**src/rtl/assert_macros.svh**
```systemverilog
// assertion macros shared by the alpha map decoder rtl
// no dependencies; define NO_ASSERTIONS to compile them out
`ifndef ASSERT_MACROS_SVH
`define ASSERT_MACROS_SVH
`ifndef NO_ASSERTIONS
`define AMD_ASSERT_HOLD(lbl, clk, rst_n, expr) \
    lbl: assert property (@(posedge clk) disable iff (!rst_n) (expr)) \
        else $error("%m: check failed");
`define AMD_ASSERT_IMPLY(lbl, clk, rst_n, ante, cons) \
    lbl: assert property (@(posedge clk) disable iff (!rst_n) (ante) |-> (cons)) \
        else $error("%m: check failed");
`else
`define AMD_ASSERT_HOLD(lbl, clk, rst_n, expr)
`define AMD_ASSERT_IMPLY(lbl, clk, rst_n, ante, cons)
`endif
`endif

```
**src/rtl/amd_pkg.sv**
```systemverilog
// shared types and constants of the alpha map decoder
// no dependencies; imported by every module of the block
package amd_pkg;

    localparam int unsigned MAP_SIDE_DEF = 64;
    localparam int unsigned CMD_DEPTH    = 4;
    localparam int unsigned RESULT_LIMIT = 64;
    localparam int unsigned NRES_W       = $clog2(RESULT_LIMIT);
    localparam int unsigned CNT_W        = 7;
    localparam int unsigned IDX_W        = 12;
    localparam int unsigned CFG_IDX_W    = 2;
    localparam int unsigned CFG_DATA_W   = 2;

    typedef logic [1:0] t_mode;
    localparam t_mode MODE_RLE    = 2'd0;
    localparam t_mode MODE_RAW    = 2'd1;
    localparam t_mode MODE_PACKED = 2'd2;

    localparam logic [CFG_IDX_W-1:0] REG_DECODE_MODE = CFG_IDX_W'(0);
    localparam logic [CFG_IDX_W-1:0] REG_FULL_MAP    = CFG_IDX_W'(1);

    typedef enum logic [1:0] {
        PH_HEADER,
        PH_FILL,
        PH_LITERAL
    } t_phase;

    typedef enum logic [2:0] {
        B_IDLE,
        B_MAIN,
        B_FLUSH,
        B_TAIL_RD,
        B_TAIL_EM
    } t_back_state;

    // one decoded byte worth of pixel work
    typedef struct packed {
        logic             restart;
        logic             is_fill;
        logic             dup_edge;
        logic             tail;
        logic [CNT_W-1:0] cnt;
        logic [7:0]       v0;
        logic [7:0]       v1;
    } t_cmd;

    typedef struct packed {
        logic full;
        logic empty;
    } t_fifo_st;

    typedef struct packed {
        logic [IDX_W-1:0] idx;
        logic [7:0]       alpha_first;
        logic [7:0]       alpha_second;
        logic [1:0]       count;
        logic             last;
        logic             complete;
    } t_result;

endpackage

```
**src/rtl/amd_in_if.sv**
```systemverilog
// byte request channel of the alpha map decoder
// standalone valid/ready interface, no package needed
interface amd_in_if;
    logic       valid;
    logic       ready;
    logic [7:0] data_byte;
    logic       restart;

    modport source (output valid, data_byte, restart, input ready);
    modport sink   (input valid, data_byte, restart, output ready);
endinterface

```
**src/rtl/amd_out_if.sv**
```systemverilog
// pixel result channel of the alpha map decoder
// standalone valid/ready interface, no package needed
interface amd_out_if;
    logic        valid;
    logic        ready;
    logic [11:0] pixel_index;
    logic [7:0]  alpha_first;
    logic [7:0]  alpha_second;
    logic [1:0]  pixel_count;
    logic        last_of_item;
    logic        map_complete;

    modport source (output valid, pixel_index, alpha_first, alpha_second, pixel_count,
                    last_of_item, map_complete, input ready);
    modport sink   (input valid, pixel_index, alpha_first, alpha_second, pixel_count,
                    last_of_item, map_complete, output ready);
endinterface

```
**src/rtl/alpha_map_decoder_unit.sv**
```systemverilog
// alpha map decoder top level: configuration registers, front end, command queue, back end
// depends on amd_pkg, amd_in_if, amd_out_if, amd_front, amd_cmd_fifo, amd_back
// Decodes a run-length, raw or packed 4-bit byte stream into a MAP_SIDE x MAP_SIDE map of
// 8-bit alpha values, reporting pixels as results of one or two consecutive pixels. Each
// byte that writes pixels becomes one command in a QUEUE_DEPTH-entry queue (four by
// default). Header bytes and bytes that write nothing are taken one per cycle, and the
// input stalls only while that queue is full. The back end takes a command from the
// queue and then emits its results in turn: a fill run of n pixels as ceil(n/2) results,
// and a literal or raw byte or a packed pair as one result. The last-row copy of a partial
// packed map then adds results read from the row store through a registered read. With
// an odd MAP_SIDE a pair that wraps a row puts both its columns in one bank, and the
// second write waits for a flush state. The output is registered; a result that waits for
// ready holds the back end, and the front end keeps taking bytes until the queue is full.
// The row store needs no clearing after reset.
`include "assert_macros.svh"
module alpha_map_decoder_unit import amd_pkg::*; #(
    parameter int unsigned MAP_SIDE    = MAP_SIDE_DEF,
    parameter int unsigned QUEUE_DEPTH = CMD_DEPTH
) (
    input  logic                  i_clk,
    input  logic                  i_rst_n,
    amd_in_if.sink                i_byte,
    amd_out_if.source             o_pix,
    input  logic                  i_cfg_we,
    input  logic [CFG_IDX_W-1:0]  i_cfg_idx,
    input  logic [CFG_DATA_W-1:0] i_cfg_data
);

    t_mode    r_mode;
    logic     r_full_map;
    t_fifo_st fifo_st;
    t_cmd     push_cmd, head_cmd;
    logic     push, pop;

    always_ff @(posedge i_clk) begin
        if (!i_rst_n) begin
            r_mode     <= MODE_RLE;
            r_full_map <= 1'b1;
        end else if (i_cfg_we) begin
            unique case (i_cfg_idx)
                REG_DECODE_MODE: r_mode     <= i_cfg_data[1:0];
                REG_FULL_MAP:    r_full_map <= i_cfg_data[0];
                default: begin
                end
            endcase
        end
    end

    amd_front #(
        .MAP_SIDE (MAP_SIDE)
    ) u_front (
        .i_clk      (i_clk),
        .i_rst_n    (i_rst_n),
        .i_byte     (i_byte),
        .i_mode     (r_mode),
        .i_full_map (r_full_map),
        .i_fifo_st  (fifo_st),
        .o_push     (push),
        .o_cmd      (push_cmd)
    );

    amd_cmd_fifo #(
        .DEPTH (QUEUE_DEPTH)
    ) u_queue (
        .i_clk   (i_clk),
        .i_rst_n (i_rst_n),
        .i_push  (push),
        .i_cmd   (push_cmd),
        .i_pop   (pop),
        .o_cmd   (head_cmd),
        .o_st    (fifo_st)
    );

    amd_back #(
        .MAP_SIDE (MAP_SIDE)
    ) u_back (
        .i_clk     (i_clk),
        .i_rst_n   (i_rst_n),
        .i_cmd     (head_cmd),
        .i_fifo_st (fifo_st),
        .o_pop     (pop),
        .o_pix     (o_pix)
    );

    // the final map pixel always closes the results of its byte
    `AMD_ASSERT_IMPLY(a_complete_is_last, i_clk, i_rst_n, o_pix.valid && o_pix.map_complete, o_pix.last_of_item)
    `AMD_ASSERT_IMPLY(a_count_range, i_clk, i_rst_n, o_pix.valid, o_pix.pixel_count == 2'd1 || o_pix.pixel_count == 2'd2)
    `AMD_ASSERT_IMPLY(a_single_zero, i_clk, i_rst_n, o_pix.valid && o_pix.pixel_count == 2'd1, o_pix.alpha_second == 8'h00)

endmodule

```
**src/rtl/amd_front.sv**
```systemverilog
// front end: takes stream bytes, tracks position and run state, issues commands
// depends on amd_pkg and amd_in_if
module amd_front import amd_pkg::*; #(
    parameter int unsigned MAP_SIDE = MAP_SIDE_DEF
) (
    input  logic      i_clk,
    input  logic      i_rst_n,
    amd_in_if.sink    i_byte,
    input  t_mode     i_mode,
    input  logic      i_full_map,
    input  t_fifo_st  i_fifo_st,
    output logic      o_push,
    output t_cmd      o_cmd
);

    localparam int unsigned TOTAL = MAP_SIDE * MAP_SIDE;
    localparam int unsigned POS_W = $clog2(TOTAL + 1);
    localparam int unsigned CW    = (POS_W > CNT_W) ? POS_W : CNT_W;
    localparam logic [POS_W-1:0] POS_TOTAL    = POS_W'(TOTAL);
    localparam logic [POS_W-1:0] POS_LAST_ROW = POS_W'((MAP_SIDE - 1) * MAP_SIDE);

    logic [POS_W-1:0] r_pos, n_pos;
    t_phase           r_phase, n_phase;
    logic [CNT_W-1:0] r_rem, n_rem;
    logic             r_rst_pend, n_rst_pend;

    logic             accept;
    logic [POS_W-1:0] p, room, pk_n, pk_end;
    t_phase           ph;
    logic [CNT_W-1:0] rm, rm_dec;
    logic [CW-1:0]    fill_n;
    logic [3:0]       lo, hi;

    assign i_byte.ready = !i_fifo_st.full;
    assign accept       = i_byte.valid && i_byte.ready;

    always_comb begin
        p      = i_byte.restart ? '0 : r_pos;
        ph     = i_byte.restart ? PH_HEADER : r_phase;
        rm     = i_byte.restart ? '0 : r_rem;
        room   = POS_TOTAL - p;
        fill_n = (CW'(rm) > CW'(room)) ? CW'(room) : CW'(rm);
        pk_n   = (room >= POS_W'(2)) ? POS_W'(2) : POS_W'(1);
        pk_end = p + pk_n;
        rm_dec = (rm != '0) ? rm - CNT_W'(1) : '0;
        lo     = i_byte.data_byte[3:0];
        hi     = i_byte.data_byte[7:4];

        n_pos      = r_pos;
        n_phase    = r_phase;
        n_rem      = r_rem;
        n_rst_pend = r_rst_pend;

        o_push          = 1'b0;
        o_cmd.restart   = i_byte.restart || r_rst_pend;
        o_cmd.is_fill   = 1'b0;
        o_cmd.dup_edge  = 1'b0;
        o_cmd.tail      = 1'b0;
        o_cmd.cnt       = CNT_W'(1);
        o_cmd.v0        = i_byte.data_byte;
        o_cmd.v1        = 8'h00;

        if (accept) begin
            n_pos   = p;
            n_phase = ph;
            n_rem   = rm;
            if (p < POS_TOTAL) begin
                unique case (i_mode)
                    MODE_RLE: begin
                        unique case (ph)
                            PH_FILL: begin
                                if (fill_n != '0) begin
                                    o_push        = 1'b1;
                                    o_cmd.is_fill = 1'b1;
                                    o_cmd.cnt     = CNT_W'(fill_n);
                                    n_pos         = p + POS_W'(fill_n);
                                end
                                n_phase = PH_HEADER;
                                n_rem   = '0;
                            end
                            PH_LITERAL: begin
                                o_push  = 1'b1;
                                n_pos   = p + POS_W'(1);
                                n_rem   = rm_dec;
                                n_phase = (rm_dec == '0) ? PH_HEADER : PH_LITERAL;
                            end
                            default: begin
                                n_rem = i_byte.data_byte[6:0];
                                if (i_byte.data_byte[7]) begin
                                    n_phase = PH_FILL;
                                end else if (i_byte.data_byte[6:0] != 7'd0) begin
                                    n_phase = PH_LITERAL;
                                end else begin
                                    n_phase = PH_HEADER;
                                end
                            end
                        endcase
                    end
                    MODE_PACKED: begin
                        // nibble times 17 is the nibble repeated
                        o_push         = 1'b1;
                        o_cmd.cnt      = CNT_W'(pk_n);
                        o_cmd.v0       = {lo, lo};
                        o_cmd.v1       = {hi, hi};
                        o_cmd.dup_edge = !i_full_map;
                        n_pos          = pk_end;
                        if (!i_full_map && pk_end >= POS_LAST_ROW && pk_end < POS_TOTAL) begin
                            o_cmd.tail = 1'b1;
                            n_pos      = POS_TOTAL;
                        end
                    end
                    default: begin
                        o_push = 1'b1;
                        n_pos  = p + POS_W'(1);
                    end
                endcase
            end
            // a restart that produced no command rides on the next one
            n_rst_pend = o_push ? 1'b0 : (i_byte.restart || r_rst_pend);
        end
    end

    always_ff @(posedge i_clk) begin
        if (!i_rst_n) begin
            r_pos      <= '0;
            r_phase    <= PH_HEADER;
            r_rem      <= '0;
            r_rst_pend <= 1'b0;
        end else begin
            r_pos      <= n_pos;
            r_phase    <= n_phase;
            r_rem      <= n_rem;
            r_rst_pend <= n_rst_pend;
        end
    end

endmodule

```
**src/rtl/amd_cmd_fifo.sv**
```systemverilog
// short command queue between the front end and the pixel back end
// depends on amd_pkg
module amd_cmd_fifo import amd_pkg::*; #(
    parameter int unsigned DEPTH = CMD_DEPTH
) (
    input  logic     i_clk,
    input  logic     i_rst_n,
    input  logic     i_push,
    input  t_cmd     i_cmd,
    input  logic     i_pop,
    output t_cmd     o_cmd,
    output t_fifo_st o_st
);

    localparam int unsigned AW = (DEPTH > 1) ? $clog2(DEPTH) : 1;
    localparam int unsigned CW = $clog2(DEPTH + 1);
    localparam logic [AW-1:0] PTR_LAST = AW'(DEPTH - 1);
    localparam logic [CW-1:0] CNT_FULL = CW'(DEPTH);

    t_cmd          r_mem [DEPTH];
    logic [AW-1:0] r_wr, r_rd;
    logic [CW-1:0] r_count;
    logic          do_push, do_pop;

    assign o_st.full  = (r_count == CNT_FULL);
    assign o_st.empty = (r_count == '0);
    assign do_push    = i_push && !o_st.full;
    assign do_pop     = i_pop && !o_st.empty;
    assign o_cmd      = r_mem[r_rd];

    always_ff @(posedge i_clk) begin
        if (do_push) begin
            r_mem[r_wr] <= i_cmd;
        end
    end

    always_ff @(posedge i_clk) begin
        if (!i_rst_n) begin
            r_wr    <= '0;
            r_rd    <= '0;
            r_count <= '0;
        end else begin
            if (do_push) begin
                r_wr <= (r_wr == PTR_LAST) ? '0 : r_wr + AW'(1);
            end
            if (do_pop) begin
                r_rd <= (r_rd == PTR_LAST) ? '0 : r_rd + AW'(1);
            end
            if (do_push && !do_pop) begin
                r_count <= r_count + CW'(1);
            end else if (do_pop && !do_push) begin
                r_count <= r_count - CW'(1);
            end
        end
    end

endmodule

```
**src/rtl/amd_back.sv**
```systemverilog
// back end: expands commands into pixel pair results, keeps the per-column row store
// depends on amd_pkg and amd_out_if
module amd_back import amd_pkg::*; #(
    parameter int unsigned MAP_SIDE = MAP_SIDE_DEF
) (
    input  logic        i_clk,
    input  logic        i_rst_n,
    input  t_cmd        i_cmd,
    input  t_fifo_st    i_fifo_st,
    output logic        o_pop,
    amd_out_if.source   o_pix
);

    localparam int unsigned TOTAL      = MAP_SIDE * MAP_SIDE;
    localparam int unsigned POS_W      = $clog2(TOTAL + 1);
    localparam int unsigned COL_W      = $clog2(MAP_SIDE);
    localparam int unsigned BANK_AW    = COL_W - 1;
    localparam int unsigned EVEN_DEPTH = (MAP_SIDE + 1) / 2;
    localparam int unsigned ODD_DEPTH  = MAP_SIDE / 2;
    localparam logic [POS_W-1:0]  POS_TOTAL = POS_W'(TOTAL);
    localparam logic [COL_W-1:0]  COL_LAST  = COL_W'(MAP_SIDE - 1);
    localparam logic [COL_W-1:0]  COL_EDGE  = COL_W'(MAP_SIDE - 2);
    localparam logic [NRES_W-1:0] NRES_LAST = NRES_W'(RESULT_LIMIT - 1);

    t_back_state      r_state, n_state;
    t_cmd             r_cmd, n_cmd;
    logic [POS_W-1:0] r_pos, n_pos;
    logic [COL_W-1:0] r_col, n_col;
    logic [CNT_W-1:0] r_left, n_left;
    logic [NRES_W-1:0] r_nres, n_nres;
    t_result          r_out, n_out;
    logic             r_out_valid, n_out_valid;
    logic [BANK_AW-1:0] r_pend_addr, n_pend_addr;
    logic [7:0]       r_pend_data, n_pend_data;
    logic             r_pend_odd, n_pend_odd;

    // row store split by column parity so a pixel pair hits both banks at once, unless it wraps a row of odd side
    logic [7:0] r_even [EVEN_DEPTH];
    logic [7:0] r_odd  [ODD_DEPTH];
    logic [7:0] r_rd_even, r_rd_odd;

    logic               we_e, we_o, rd_en;
    logic [BANK_AW-1:0] wa_e, wa_o, ra_e, ra_o;
    logic [7:0]         wd_e, wd_o;

    logic             out_free;
    logic [POS_W-1:0] tail_left, pos_adv;
    logic [1:0]       k;
    logic [COL_W-1:0] col2, col3;
    logic [7:0]       va, vb;

    assign out_free = !r_out_valid || o_pix.ready;

    always_comb begin
        tail_left = POS_TOTAL - r_pos;
        if (r_state == B_TAIL_EM) begin
            k = (tail_left >= POS_W'(2)) ? 2'd2 : 2'd1;
        end else begin
            k = (r_left >= CNT_W'(2)) ? 2'd2 : 2'd1;
        end
        pos_adv = r_pos + POS_W'(k);
        col2    = (r_col == COL_LAST) ? '0 : r_col + COL_W'(1);
        col3    = (col2 == COL_LAST) ? '0 : col2 + COL_W'(1);

        n_state     = r_state;
        n_cmd       = r_cmd;
        n_pos       = r_pos;
        n_col       = r_col;
        n_left      = r_left;
        n_nres      = r_nres;
        n_out       = r_out;
        n_out_valid = r_out_valid && !o_pix.ready;
        n_pend_addr = r_pend_addr;
        n_pend_data = r_pend_data;
        n_pend_odd  = r_pend_odd;

        o_pop = 1'b0;
        we_e  = 1'b0;
        we_o  = 1'b0;
        wa_e  = '0;
        wa_o  = '0;
        wd_e  = '0;
        wd_o  = '0;
        rd_en = 1'b0;
        ra_e  = r_col[0] ? col2[COL_W-1:1] : r_col[COL_W-1:1];
        ra_o  = r_col[0] ? r_col[COL_W-1:1] : col2[COL_W-1:1];
        va    = r_cmd.v0;
        vb    = 8'h00;

        unique case (r_state)
            B_IDLE: begin
                if (!i_fifo_st.empty) begin
                    o_pop   = 1'b1;
                    n_cmd   = i_cmd;
                    n_left  = i_cmd.cnt;
                    n_nres  = '0;
                    n_state = B_MAIN;
                    if (i_cmd.restart) begin
                        n_pos = '0;
                        n_col = '0;
                    end
                end
            end
            B_MAIN: begin
                if (out_free) begin
                    va = r_cmd.v0;
                    if (r_cmd.is_fill || (r_cmd.dup_edge && r_col == COL_EDGE)) begin
                        vb = r_cmd.v0;
                    end else begin
                        vb = r_cmd.v1;
                    end
                    if (r_col[0]) begin
                        we_o = 1'b1;
                        wa_o = r_col[COL_W-1:1];
                        wd_o = va;
                    end else begin
                        we_e = 1'b1;
                        wa_e = r_col[COL_W-1:1];
                        wd_e = va;
                    end
                    n_left = r_left - CNT_W'(k);
                    if (k == 2'd2 && col2[0] != r_col[0]) begin
                        if (col2[0]) begin
                            we_o = 1'b1;
                            wa_o = col2[COL_W-1:1];
                            wd_o = vb;
                        end else begin
                            we_e = 1'b1;
                            wa_e = col2[COL_W-1:1];
                            wd_e = vb;
                        end
                    end
                    if (k == 2'd2 && col2[0] == r_col[0]) begin
                        // odd side, pair wraps a row: both columns in one bank
                        n_pend_addr = col2[COL_W-1:1];
                        n_pend_data = vb;
                        n_pend_odd  = col2[0];
                        n_state     = B_FLUSH;
                    end else if (n_left != '0) begin
                        n_state = B_MAIN;
                    end else if (r_cmd.tail) begin
                        n_state = B_TAIL_RD;
                    end else begin
                        n_state = B_IDLE;
                    end
                    n_out.idx          = IDX_W'(r_pos);
                    n_out.alpha_first  = va;
                    n_out.alpha_second = (k == 2'd2) ? vb : 8'h00;
                    n_out.count        = k;
                    n_out.last         = (n_left == '0) && !r_cmd.tail;
                    n_out.complete     = (pos_adv == POS_TOTAL);
                    n_out_valid        = 1'b1;
                    n_pos              = pos_adv;
                    n_col              = (k == 2'd2) ? col3 : col2;
                    n_nres             = r_nres + NRES_W'(1);
                end
            end
            B_FLUSH: begin
                if (r_pend_odd) begin
                    we_o = 1'b1;
                    wa_o = r_pend_addr;
                    wd_o = r_pend_data;
                end else begin
                    we_e = 1'b1;
                    wa_e = r_pend_addr;
                    wd_e = r_pend_data;
                end
                if (r_left != '0) begin
                    n_state = B_MAIN;
                end else if (r_cmd.tail) begin
                    n_state = B_TAIL_RD;
                end else begin
                    n_state = B_IDLE;
                end
            end
            B_TAIL_RD: begin
                rd_en   = 1'b1;
                n_state = B_TAIL_EM;
            end
            B_TAIL_EM: begin
                if (out_free) begin
                    va = r_col[0] ? r_rd_odd : r_rd_even;
                    vb = r_col[0] ? r_rd_even : r_rd_odd;
                    n_out.idx          = IDX_W'(r_pos);
                    n_out.alpha_first  = va;
                    n_out.alpha_second = (k == 2'd2) ? vb : 8'h00;
                    n_out.count        = k;
                    n_out.last         = (pos_adv == POS_TOTAL) || (r_nres == NRES_LAST);
                    n_out.complete     = (pos_adv == POS_TOTAL);
                    n_out_valid        = 1'b1;
                    n_pos              = pos_adv;
                    n_col              = (k == 2'd2) ? col3 : col2;
                    n_nres             = r_nres + NRES_W'(1);
                    n_state            = n_out.last ? B_IDLE : B_TAIL_RD;
                end
            end
            default: begin
                n_state = B_IDLE;
            end
        endcase
    end

    always_ff @(posedge i_clk) begin
        if (we_e) begin
            r_even[wa_e] <= wd_e;
        end
    end

    always_ff @(posedge i_clk) begin
        if (we_o) begin
            r_odd[wa_o] <= wd_o;
        end
    end

    always_ff @(posedge i_clk) begin
        if (rd_en) begin
            r_rd_even <= r_even[ra_e];
            r_rd_odd  <= r_odd[ra_o];
        end
    end

    always_ff @(posedge i_clk) begin
        r_cmd       <= n_cmd;
        r_left      <= n_left;
        r_nres      <= n_nres;
        r_out       <= n_out;
        r_pend_addr <= n_pend_addr;
        r_pend_data <= n_pend_data;
        r_pend_odd  <= n_pend_odd;
    end

    always_ff @(posedge i_clk) begin
        if (!i_rst_n) begin
            r_state     <= B_IDLE;
            r_pos       <= '0;
            r_col       <= '0;
            r_out_valid <= 1'b0;
        end else begin
            r_state     <= n_state;
            r_pos       <= n_pos;
            r_col       <= n_col;
            r_out_valid <= n_out_valid;
        end
    end

    assign o_pix.valid        = r_out_valid;
    assign o_pix.pixel_index  = r_out.idx;
    assign o_pix.alpha_first  = r_out.alpha_first;
    assign o_pix.alpha_second = r_out.alpha_second;
    assign o_pix.pixel_count  = r_out.count;
    assign o_pix.last_of_item = r_out.last;
    assign o_pix.map_complete = r_out.complete;

endmodule

```
**src/flat_wrapper.sv**
```systemverilog
// flat-port wrapper written by rule: the top's interface ports become plain ports
module alpha_map_decoder_unit_flat import amd_pkg::*;
#(
    parameter int unsigned MAP_SIDE    = MAP_SIDE_DEF,
    parameter int unsigned QUEUE_DEPTH = CMD_DEPTH
)
  (i_clk, i_rst_n, i_cfg_we, i_cfg_idx, i_cfg_data, i_byte_valid, i_byte_data_byte, i_byte_restart, i_byte_ready, o_pix_valid, o_pix_pixel_index, o_pix_alpha_first, o_pix_alpha_second, o_pix_pixel_count, o_pix_last_of_item, o_pix_map_complete, o_pix_ready);
  amd_in_if i_byte_i ();
  amd_out_if o_pix_i ();
  input  logic i_clk;
  input  logic i_rst_n;
  input  logic i_cfg_we;
  input  logic [CFG_IDX_W-1:0] i_cfg_idx;
  input  logic [CFG_DATA_W-1:0] i_cfg_data;
  input wire logic [$bits(i_byte_i.valid)-1:0] i_byte_valid;
  input wire logic [$bits(i_byte_i.data_byte)-1:0] i_byte_data_byte;
  input wire logic [$bits(i_byte_i.restart)-1:0] i_byte_restart;
  output wire logic [$bits(i_byte_i.ready)-1:0] i_byte_ready;
  output wire logic [$bits(o_pix_i.valid)-1:0] o_pix_valid;
  output wire logic [$bits(o_pix_i.pixel_index)-1:0] o_pix_pixel_index;
  output wire logic [$bits(o_pix_i.alpha_first)-1:0] o_pix_alpha_first;
  output wire logic [$bits(o_pix_i.alpha_second)-1:0] o_pix_alpha_second;
  output wire logic [$bits(o_pix_i.pixel_count)-1:0] o_pix_pixel_count;
  output wire logic [$bits(o_pix_i.last_of_item)-1:0] o_pix_last_of_item;
  output wire logic [$bits(o_pix_i.map_complete)-1:0] o_pix_map_complete;
  input wire logic [$bits(o_pix_i.ready)-1:0] o_pix_ready;
  assign i_byte_i.valid = i_byte_valid;
  assign i_byte_i.data_byte = i_byte_data_byte;
  assign i_byte_i.restart = i_byte_restart;
  assign i_byte_ready = i_byte_i.ready;
  assign o_pix_valid = o_pix_i.valid;
  assign o_pix_pixel_index = o_pix_i.pixel_index;
  assign o_pix_alpha_first = o_pix_i.alpha_first;
  assign o_pix_alpha_second = o_pix_i.alpha_second;
  assign o_pix_pixel_count = o_pix_i.pixel_count;
  assign o_pix_last_of_item = o_pix_i.last_of_item;
  assign o_pix_map_complete = o_pix_i.map_complete;
  assign o_pix_i.ready = o_pix_ready;
  alpha_map_decoder_unit #(.MAP_SIDE(MAP_SIDE), .QUEUE_DEPTH(QUEUE_DEPTH)) u_core (.i_clk(i_clk), .i_rst_n(i_rst_n), .i_byte(i_byte_i), .o_pix(o_pix_i), .i_cfg_we(i_cfg_we), .i_cfg_idx(i_cfg_idx), .i_cfg_data(i_cfg_data));
endmodule
```
**config.mk**
```make
export PLATFORM = sky130hd
export DESIGN_NAME = alpha_map_decoder_unit_flat
export DESIGN_NICKNAME = d
export VERILOG_FILES = /design/src/rtl/amd_pkg.sv /design/src/rtl/amd_in_if.sv /design/src/rtl/amd_out_if.sv /design/src/rtl/alpha_map_decoder_unit.sv /design/src/rtl/amd_front.sv /design/src/rtl/amd_cmd_fifo.sv /design/src/rtl/amd_back.sv /design/src/flat_wrapper.sv
export VERILOG_INCLUDE_DIRS = /design/src /design/src/rtl
export SDC_FILE = /design/constraint.sdc
export NUM_CORES = 1
export LEC_CHECK = 0
export BUFFER_PORTS_ARGS = -buffer_cell sky130_fd_sc_hd__clkbuf_2
export CAP_MARGIN = 20
export CORE_ASPECT_RATIO = 1.4
export CORE_MARGIN = 2
export CORE_UTILIZATION = 35
export DETAILED_ROUTE_END_ITERATION = 8
export GPL_ROUTABILITY_DRIVEN = 0
export PLACE_DENSITY = 0.49
export SLEW_MARGIN = 20
export SYNTH_ARGS = -nofsm -noshare
export SYNTH_HDL_FRONTEND = slang
export SYNTH_SLANG_ARGS = --single-unit
```
**constraint.sdc**
```tcl
create_clock -name i_clk -period 11.7 [get_ports i_clk]
set_clock_uncertainty 0.2 [all_clocks]
set_input_delay 2.925 -clock i_clk [delete_from_list [all_inputs] [get_ports i_clk]]
set_output_delay 2.925 -clock i_clk [all_outputs]
set_load 0.03 [all_outputs]
```
**Word-level counts from Yosys, hierarchy flattened**

Memories as Yosys holds them, arrays and structs flattened. A register that Yosys moved wholly into a read port is not among the register bits.
Index checks and enable logic that the tools add are counted.

- Multiplexer cells: 129
- Reduce and logical (&&, ||, !) cells: 49
- Eq/ne operators: 24
- Bitwise operators: 1
- $add $sub $neg: 15
- Magnitude comparators: 7

Operators with widths:

| operator | number |
|---|---|
| $mux W8 | 15 |
| $mux W13 | 8 |
| $pmux W13 S2 | 3 |
| $mux W32 | 2 |
| $pmux W32 S2 | 1 |
| $mux W5 | 12 |
| $mux W7 | 8 |
| $mux W26 | 2 |
| $mux W6 | 8 |
| $pmux W7 S2 | 3 |
| $mux W2 | 19 |
| $pmux W8 S2 | 2 |
| $mux W1 | 30 |
| $reduce_bool A7 Y1 | 4 |
| $add A13 B2 Y13 | 2 |
| $ge A13 B2 Y1 const B | 2 |
| $lt A13 B13 Y1 const B | 2 |
| $sub A13 B13 Y13 const A | 2 |
| $eq A6 B6 Y1 const B | 4 |
| $pmux W6 S2 | 2 |
| $pmux W5 S2 | 2 |
| $add A6 B1 Y6 const B | 3 |
| $mux W3 | 6 |
| $mux W16 | 1 |
| other kinds (36) | 82 |

- Bits in registers: 134
- Logic and storage cells: 257
- Memories: 3
- Output and inout bits: 34
- Input port bits: 18
- Bits in writable memories: 620

Memories:

| name | depth | width | read ports | clocked after Yosys merged registers in | wr ports | RTL line | source |
|---|---|---|---|---|---|---|---|
| u_core.u_back.r_even | 32 | 8 | 1 | 1 | 1 | amd_back.sv:38 | `logic [7:0] r_even [EVEN_DEPTH];` |
| u_core.u_back.r_odd | 32 | 8 | 1 | 1 | 1 | amd_back.sv:39 | `logic [7:0] r_odd [ODD_DEPTH];` |
| u_core.u_queue.r_mem | 4 | 27 | 1 | 1 | 1 | amd_cmd_fifo.sv:20 | `t_cmd r_mem [DEPTH];` |

**Logic depth before layout (Yosys ltp)**

- Depth in word-level cells: 16
- Mapped depth: 29
- Mapped depth without buffers: 25

**By module**

A second synthesis with hierarchy kept.

- Cells, all modules: 2329
- Area total of the unflattened synthesis: 34717.0 µm²

By module, submodules not included:

| module | cells each | times used | area each (µm²) |
|---|---|---|---|
| amd_back | 1575 | 1 | 26280.2 |
| amd_cmd_fifo | 192 | 1 | 4424.2 |
| amd_front | 548 | 1 | 3865.0 |
| alpha_map_decoder_unit | 14 | 1 | 147.6 |

**Least setup slack after synthesis**

OpenSTA, ideal clock, no wires.

- Path type: input to register
- Start: input i_byte_restart
- End: register u_core.u_front.r_pos[0]
- Setup time: 0.122 ns
- Slack: 2.861 ns
- Data arrival time: 8.517 ns
- Cell stages on the path: 25
- Cell sequence: buf_2 -> buf_4 -> clkbuf_1 -> nor2b_1 -> inv_1 -> ha_1 -> clkbuf_1 -> o211ai_1 -> nor3b_1 -> xor2_1 -> nand4b_4 -> or4_1 -> inv_1 -> ha_1 -> inv_1 -> fa_1 -> and4bb_4 -> nand4_4 -> or3_1 -> a2111oi_2 -> nand2_2 -> and2_4 -> a221o_1 -> a211oi_2 -> a21oi_1

- Longest elaborated chain between the ends: 11
- Elaborated cells on any way between the ends: 24
- Those cells by class: 4 x add/sub; 5 x order compare; 2 x eq/ne; 10 x mux; 3 x reduce/logical

Ends and longest elaborated chain:

| item | RTL line | source |
|---|---|---|
| start, declared | flat_wrapper.sv:17 | `input wire logic [$bits(i_byte_i.restart)-1:0] i_byte_restart;` |
| $mux W13 | amd_front.sv:38 | `p = i_byte.restart ? '0 : r_pos;` |
| $sub A13 B13 Y13 | amd_front.sv:41 | `room = POS_TOTAL - p;` |
| $ge A13 B2 Y1 | amd_front.sv:43 | `pk_n = (room >= POS_W'(2)) ? POS_W'(2) : POS_W'(1);` |
| $mux W2 | amd_front.sv:43 |  |
| $add A13 B2 Y13 | amd_front.sv:44 | `pk_end = p + pk_n;` |
| $ge A13 B12 Y1 | amd_front.sv:107 | `if (!i_full_map && pk_end >= POS_LAST_ROW && pk_end < POS_TOTAL) begin` |
| $logic_and A1 B1 Y1 (2 in series) | amd_front.sv:107 |  |
| $mux W13 | amd_front.sv:107 |  |
| $pmux W13 S2 | amd_front.sv:68 | `unique case (i_mode)` |
| $mux W13 (*) | amd_front.sv:67 | `if (p < POS_TOTAL) begin` |
| end signal, assigned | amd_front.sv:130 | `r_pos <= n_pos;` |
| end, declared | amd_front.sv:22 | `logic [POS_W-1:0] r_pos, n_pos;` |

Mark *: on every way between the ends. The rest lies on a longest branch, timed or not.
A chain may end at the register's enable or synchronous reset.

**Worst setup path in the final report**

Ends and elaborated chain as after synthesis.

==> results.toml <==
[run_status]
status = "finished clean"

[final_layout]
area_growth_syn_to_layout_pct = 12.5
layout_commonest_cell = "edfxtp_1"
stdcell_count = 3643
drive_gt1_share_pct = 18.9
final_nets = 2412
antennaDiodeCount = 0
final_cell_mix = "edfxtp_1 (694), nand2_1 (197), nor2_1 (191)"

[global_route]
grt_usage_pct = 18.1
grt_max_degree = 66
grt_pass1_wl_um = 133000
gr-total-overflow = 0
antenna_found_initial = 2
grt_pass1_vias = 20700

[floorplanning]
die-area_um2 = 99200
start_util_pct = 35.2
die_w_um = 267
rows = 135
ios = 52
core_area_um2 = 96300
die_h_um = 372

[synthesis]
synth_cells = 2302
synth_edf_count = 694
syn_area_per_cell_um2 = 14.7
synth-async-reset-ratio_pct = 0
synth_area_um2 = 33800
yosysSeqAreaShare_pct = 65.0
ys.flop_type = "edfxtp_1"
synth_warnings = 0
synth_cell_type_count = 94
ys_seq_elements = 752

[critical_path]
worst_path_most_repeated_cell = "inv_1"
crit_chain = "clkbuf_2 > buf_4 > nor2b_1 > inv_1 > ha_1 > o211ai_1 > nor3b_1 > xor2_1 > nand4b_4 > or4_1 > inv_1 > ha_1 > inv_1 > fa_1 > and4bb_4 > nand4_4 > or3_1 > a2111oi_2 > nand2_2 > and2_4 > a221o_1 > a211oi_2 > a21oi_1"
worst_path_max_delay_cell = "or4_1"
worst_ep_arrival_time_ns = 9.29
worstSetupPathType = "input pin to flop"
crit_path_end_kind = "flop"
cp-start-kind = "input pin"
max_stage_delay_ns = 0.65
required_ns = 12.05
critPathMaxFanout = 41

[clock_tree]
cts-root-buf = "clkbuf_16"
numCtsBuffers = 75
tritoncts = "done"
clock_path_buffers = 3
hold_buffers = 0
cts_setup_buffers = 0
clkLatencyLatePin_ns = 0.67
cts_sinks = 752
htree_levels = 3
clk_pin_slew_worst_paths_ns = 0.06
cts_resized = 0

[worst_hold_path]
hold_path.class = "flop to flop"

[sta]
finalSetupViolCount = 0
fin_tns_setup_ns = 0
worst_slew_pin_slew_ns = 1.05
rsz0062_at_grt = "no"
hold_ws_ns = 0.294
maxSlewHeadroom_pct = 29.6
period_minus_slack_ns = 8.95
period_share_pct = 76.5
hold_viol = 0
fmax_mhz = 112
drv_slew = 0

[run]
cap_violations = 0

[power_and_ir_drop]
p_per_area_nw_per_um2 = 204
p_leak_uw = 0.0126
ir_worst_vdd_mv = 0.0935

[routing]
routedWlPerCell_um = 24.5
vias_per_cell = 5.52
drc = 0
ant_nets = 0
drt_wl_total_um = 89200
first_pass_iters = 6
drt-initial-drc-count = 1398
vias = 20100

[placed_design]
dp_hpwl_um = 59300
portBuffers = 51
place_inst = 3507
kinds of logic (layout without fill, tap and decap cells):
group           count (synthesis)  in the layout  share of synthesized area, %
mux                           223            223                          12.8
buf+inv                       195            301                          2.32
flops                         752            752                          65.0
compound gates                354            354                          6.95
other cells                     1              3                        0.0111
fa+ha+maj                      42             42                          1.66
xor+xnor                       58             58                          1.54
simple gates                  677            677                          9.67
registers in the layout, indices dropped and copies added (netlist names), 12 cells and up, named ones only:
register                         count
u_core.u_back.o_pix.pixel_index     12
u_core.u_back.r_cmd                 15
u_core.u_back.r_even               256
u_core.u_back.r_odd                256
u_core.u_back.r_pos                 13
u_core.u_front.r_pos                13
u_core.u_queue.r_mem                92
layout make-up:
class                           instances  area [um2]
Fill cell                            8926       58200
Inverter                               62         234
Timing Repair Buffer                  104         651
Clock buffer                          101        2000
Clock inverter                         34         442
Multi-Input combinational cell       1357       11200
Sequential cell                       752       22000
Tap cell                             1233        1540
Yosys cell counts, drive strengths merged (9+ instances only):
cell      n  share of area [%]
o21ai   104                1.6
nand3    84                1.2
o22ai    13               0.24
mux2i    38                1.1
mux2     18               0.60
nor2    191                2.1
nor2b    22               0.41
a211oi    9               0.21
and3     20               0.37
nor3     45               0.71
nand4    17               0.36
or3      13               0.24
a22oi    24               0.53
inv      57               0.63
xor2     20               0.52
nand2   198                2.2
a21o     13               0.29
nor4     10               0.28
xnor2    37               0.96
a21oi    87                1.3
and2     22               0.41
nor3b     9               0.21
ha       37                1.4
mux4    167                 11
buf      41               0.61
clkbuf   92                1.0
edfxtp  694                 62
nand2b   11               0.20
dfxtp    58                3.4
o221ai   11               0.28
a221oi   10               0.33
critical path: cells and delay by family:
family | cells | cell delay [ns]
compound gates | 5 | 1.27
simple gates | 9 | 2.73
fa+ha+maj | 3 | 1.10
buf+inv | 5 | 0.97
xor+xnor | 1 | 0.27
stage by stage:
step | util, % | area, um2 | power [uW] | setup slack (ns)
CTS | 39.5 | 38100 | 7860 | 2.84
global route | 39.5 | 38100 | 8090 | 2.22
global placement | 37.0 | 35600 | 5390 | 2.36
floorplan | - | 33900 | 4730 | 2.86
detailed placement | 37.0 | 35600 | 5420 | 2.14
finish | 39.5 | 38100 | 7760 | 2.75
path summary, 6_finish.rpt:
| check | start | end | slack (ns) | depth (start not counted) |
|---|---|---|---|---|
| setup / recovery | i_byte_restart | u_core.u_front.r_pos[0]$_SDFFE_PN0P_ | 2.75 | 23 |
| hold / removal | u_core.u_queue.r_rd[1]$_SDFFE_PN0P_ | u_core.u_queue.r_rd[1]$_SDFFE_PN0P_ | 0.29 | 2 |
| setup reg to reg | u_core.u_front.r_pos[0]$_SDFFE_PN0P_ | u_core.u_front.r_pos[12]$_SDFFE_PN0P_ | 4.77 | 25 |
| hold reg to reg | u_core.u_queue.r_rd[1]$_SDFFE_PN0P_ | u_core.u_queue.r_rd[1]$_SDFFE_PN0P_ | 0.29 | 2 |
where the power goes:
group          internal, uW  switching, uW
combinational           669           1210
sequential             3320            126
clock                  1390           1050
routing by layer:
metal	wire, um	global-route usage, %
met1	34200	20.9
met2	48200	33.6
met3	3630	2.38
met4	3130	7.18
met5	17	0
Note: power is estimated with default switching activity, not from simulation.
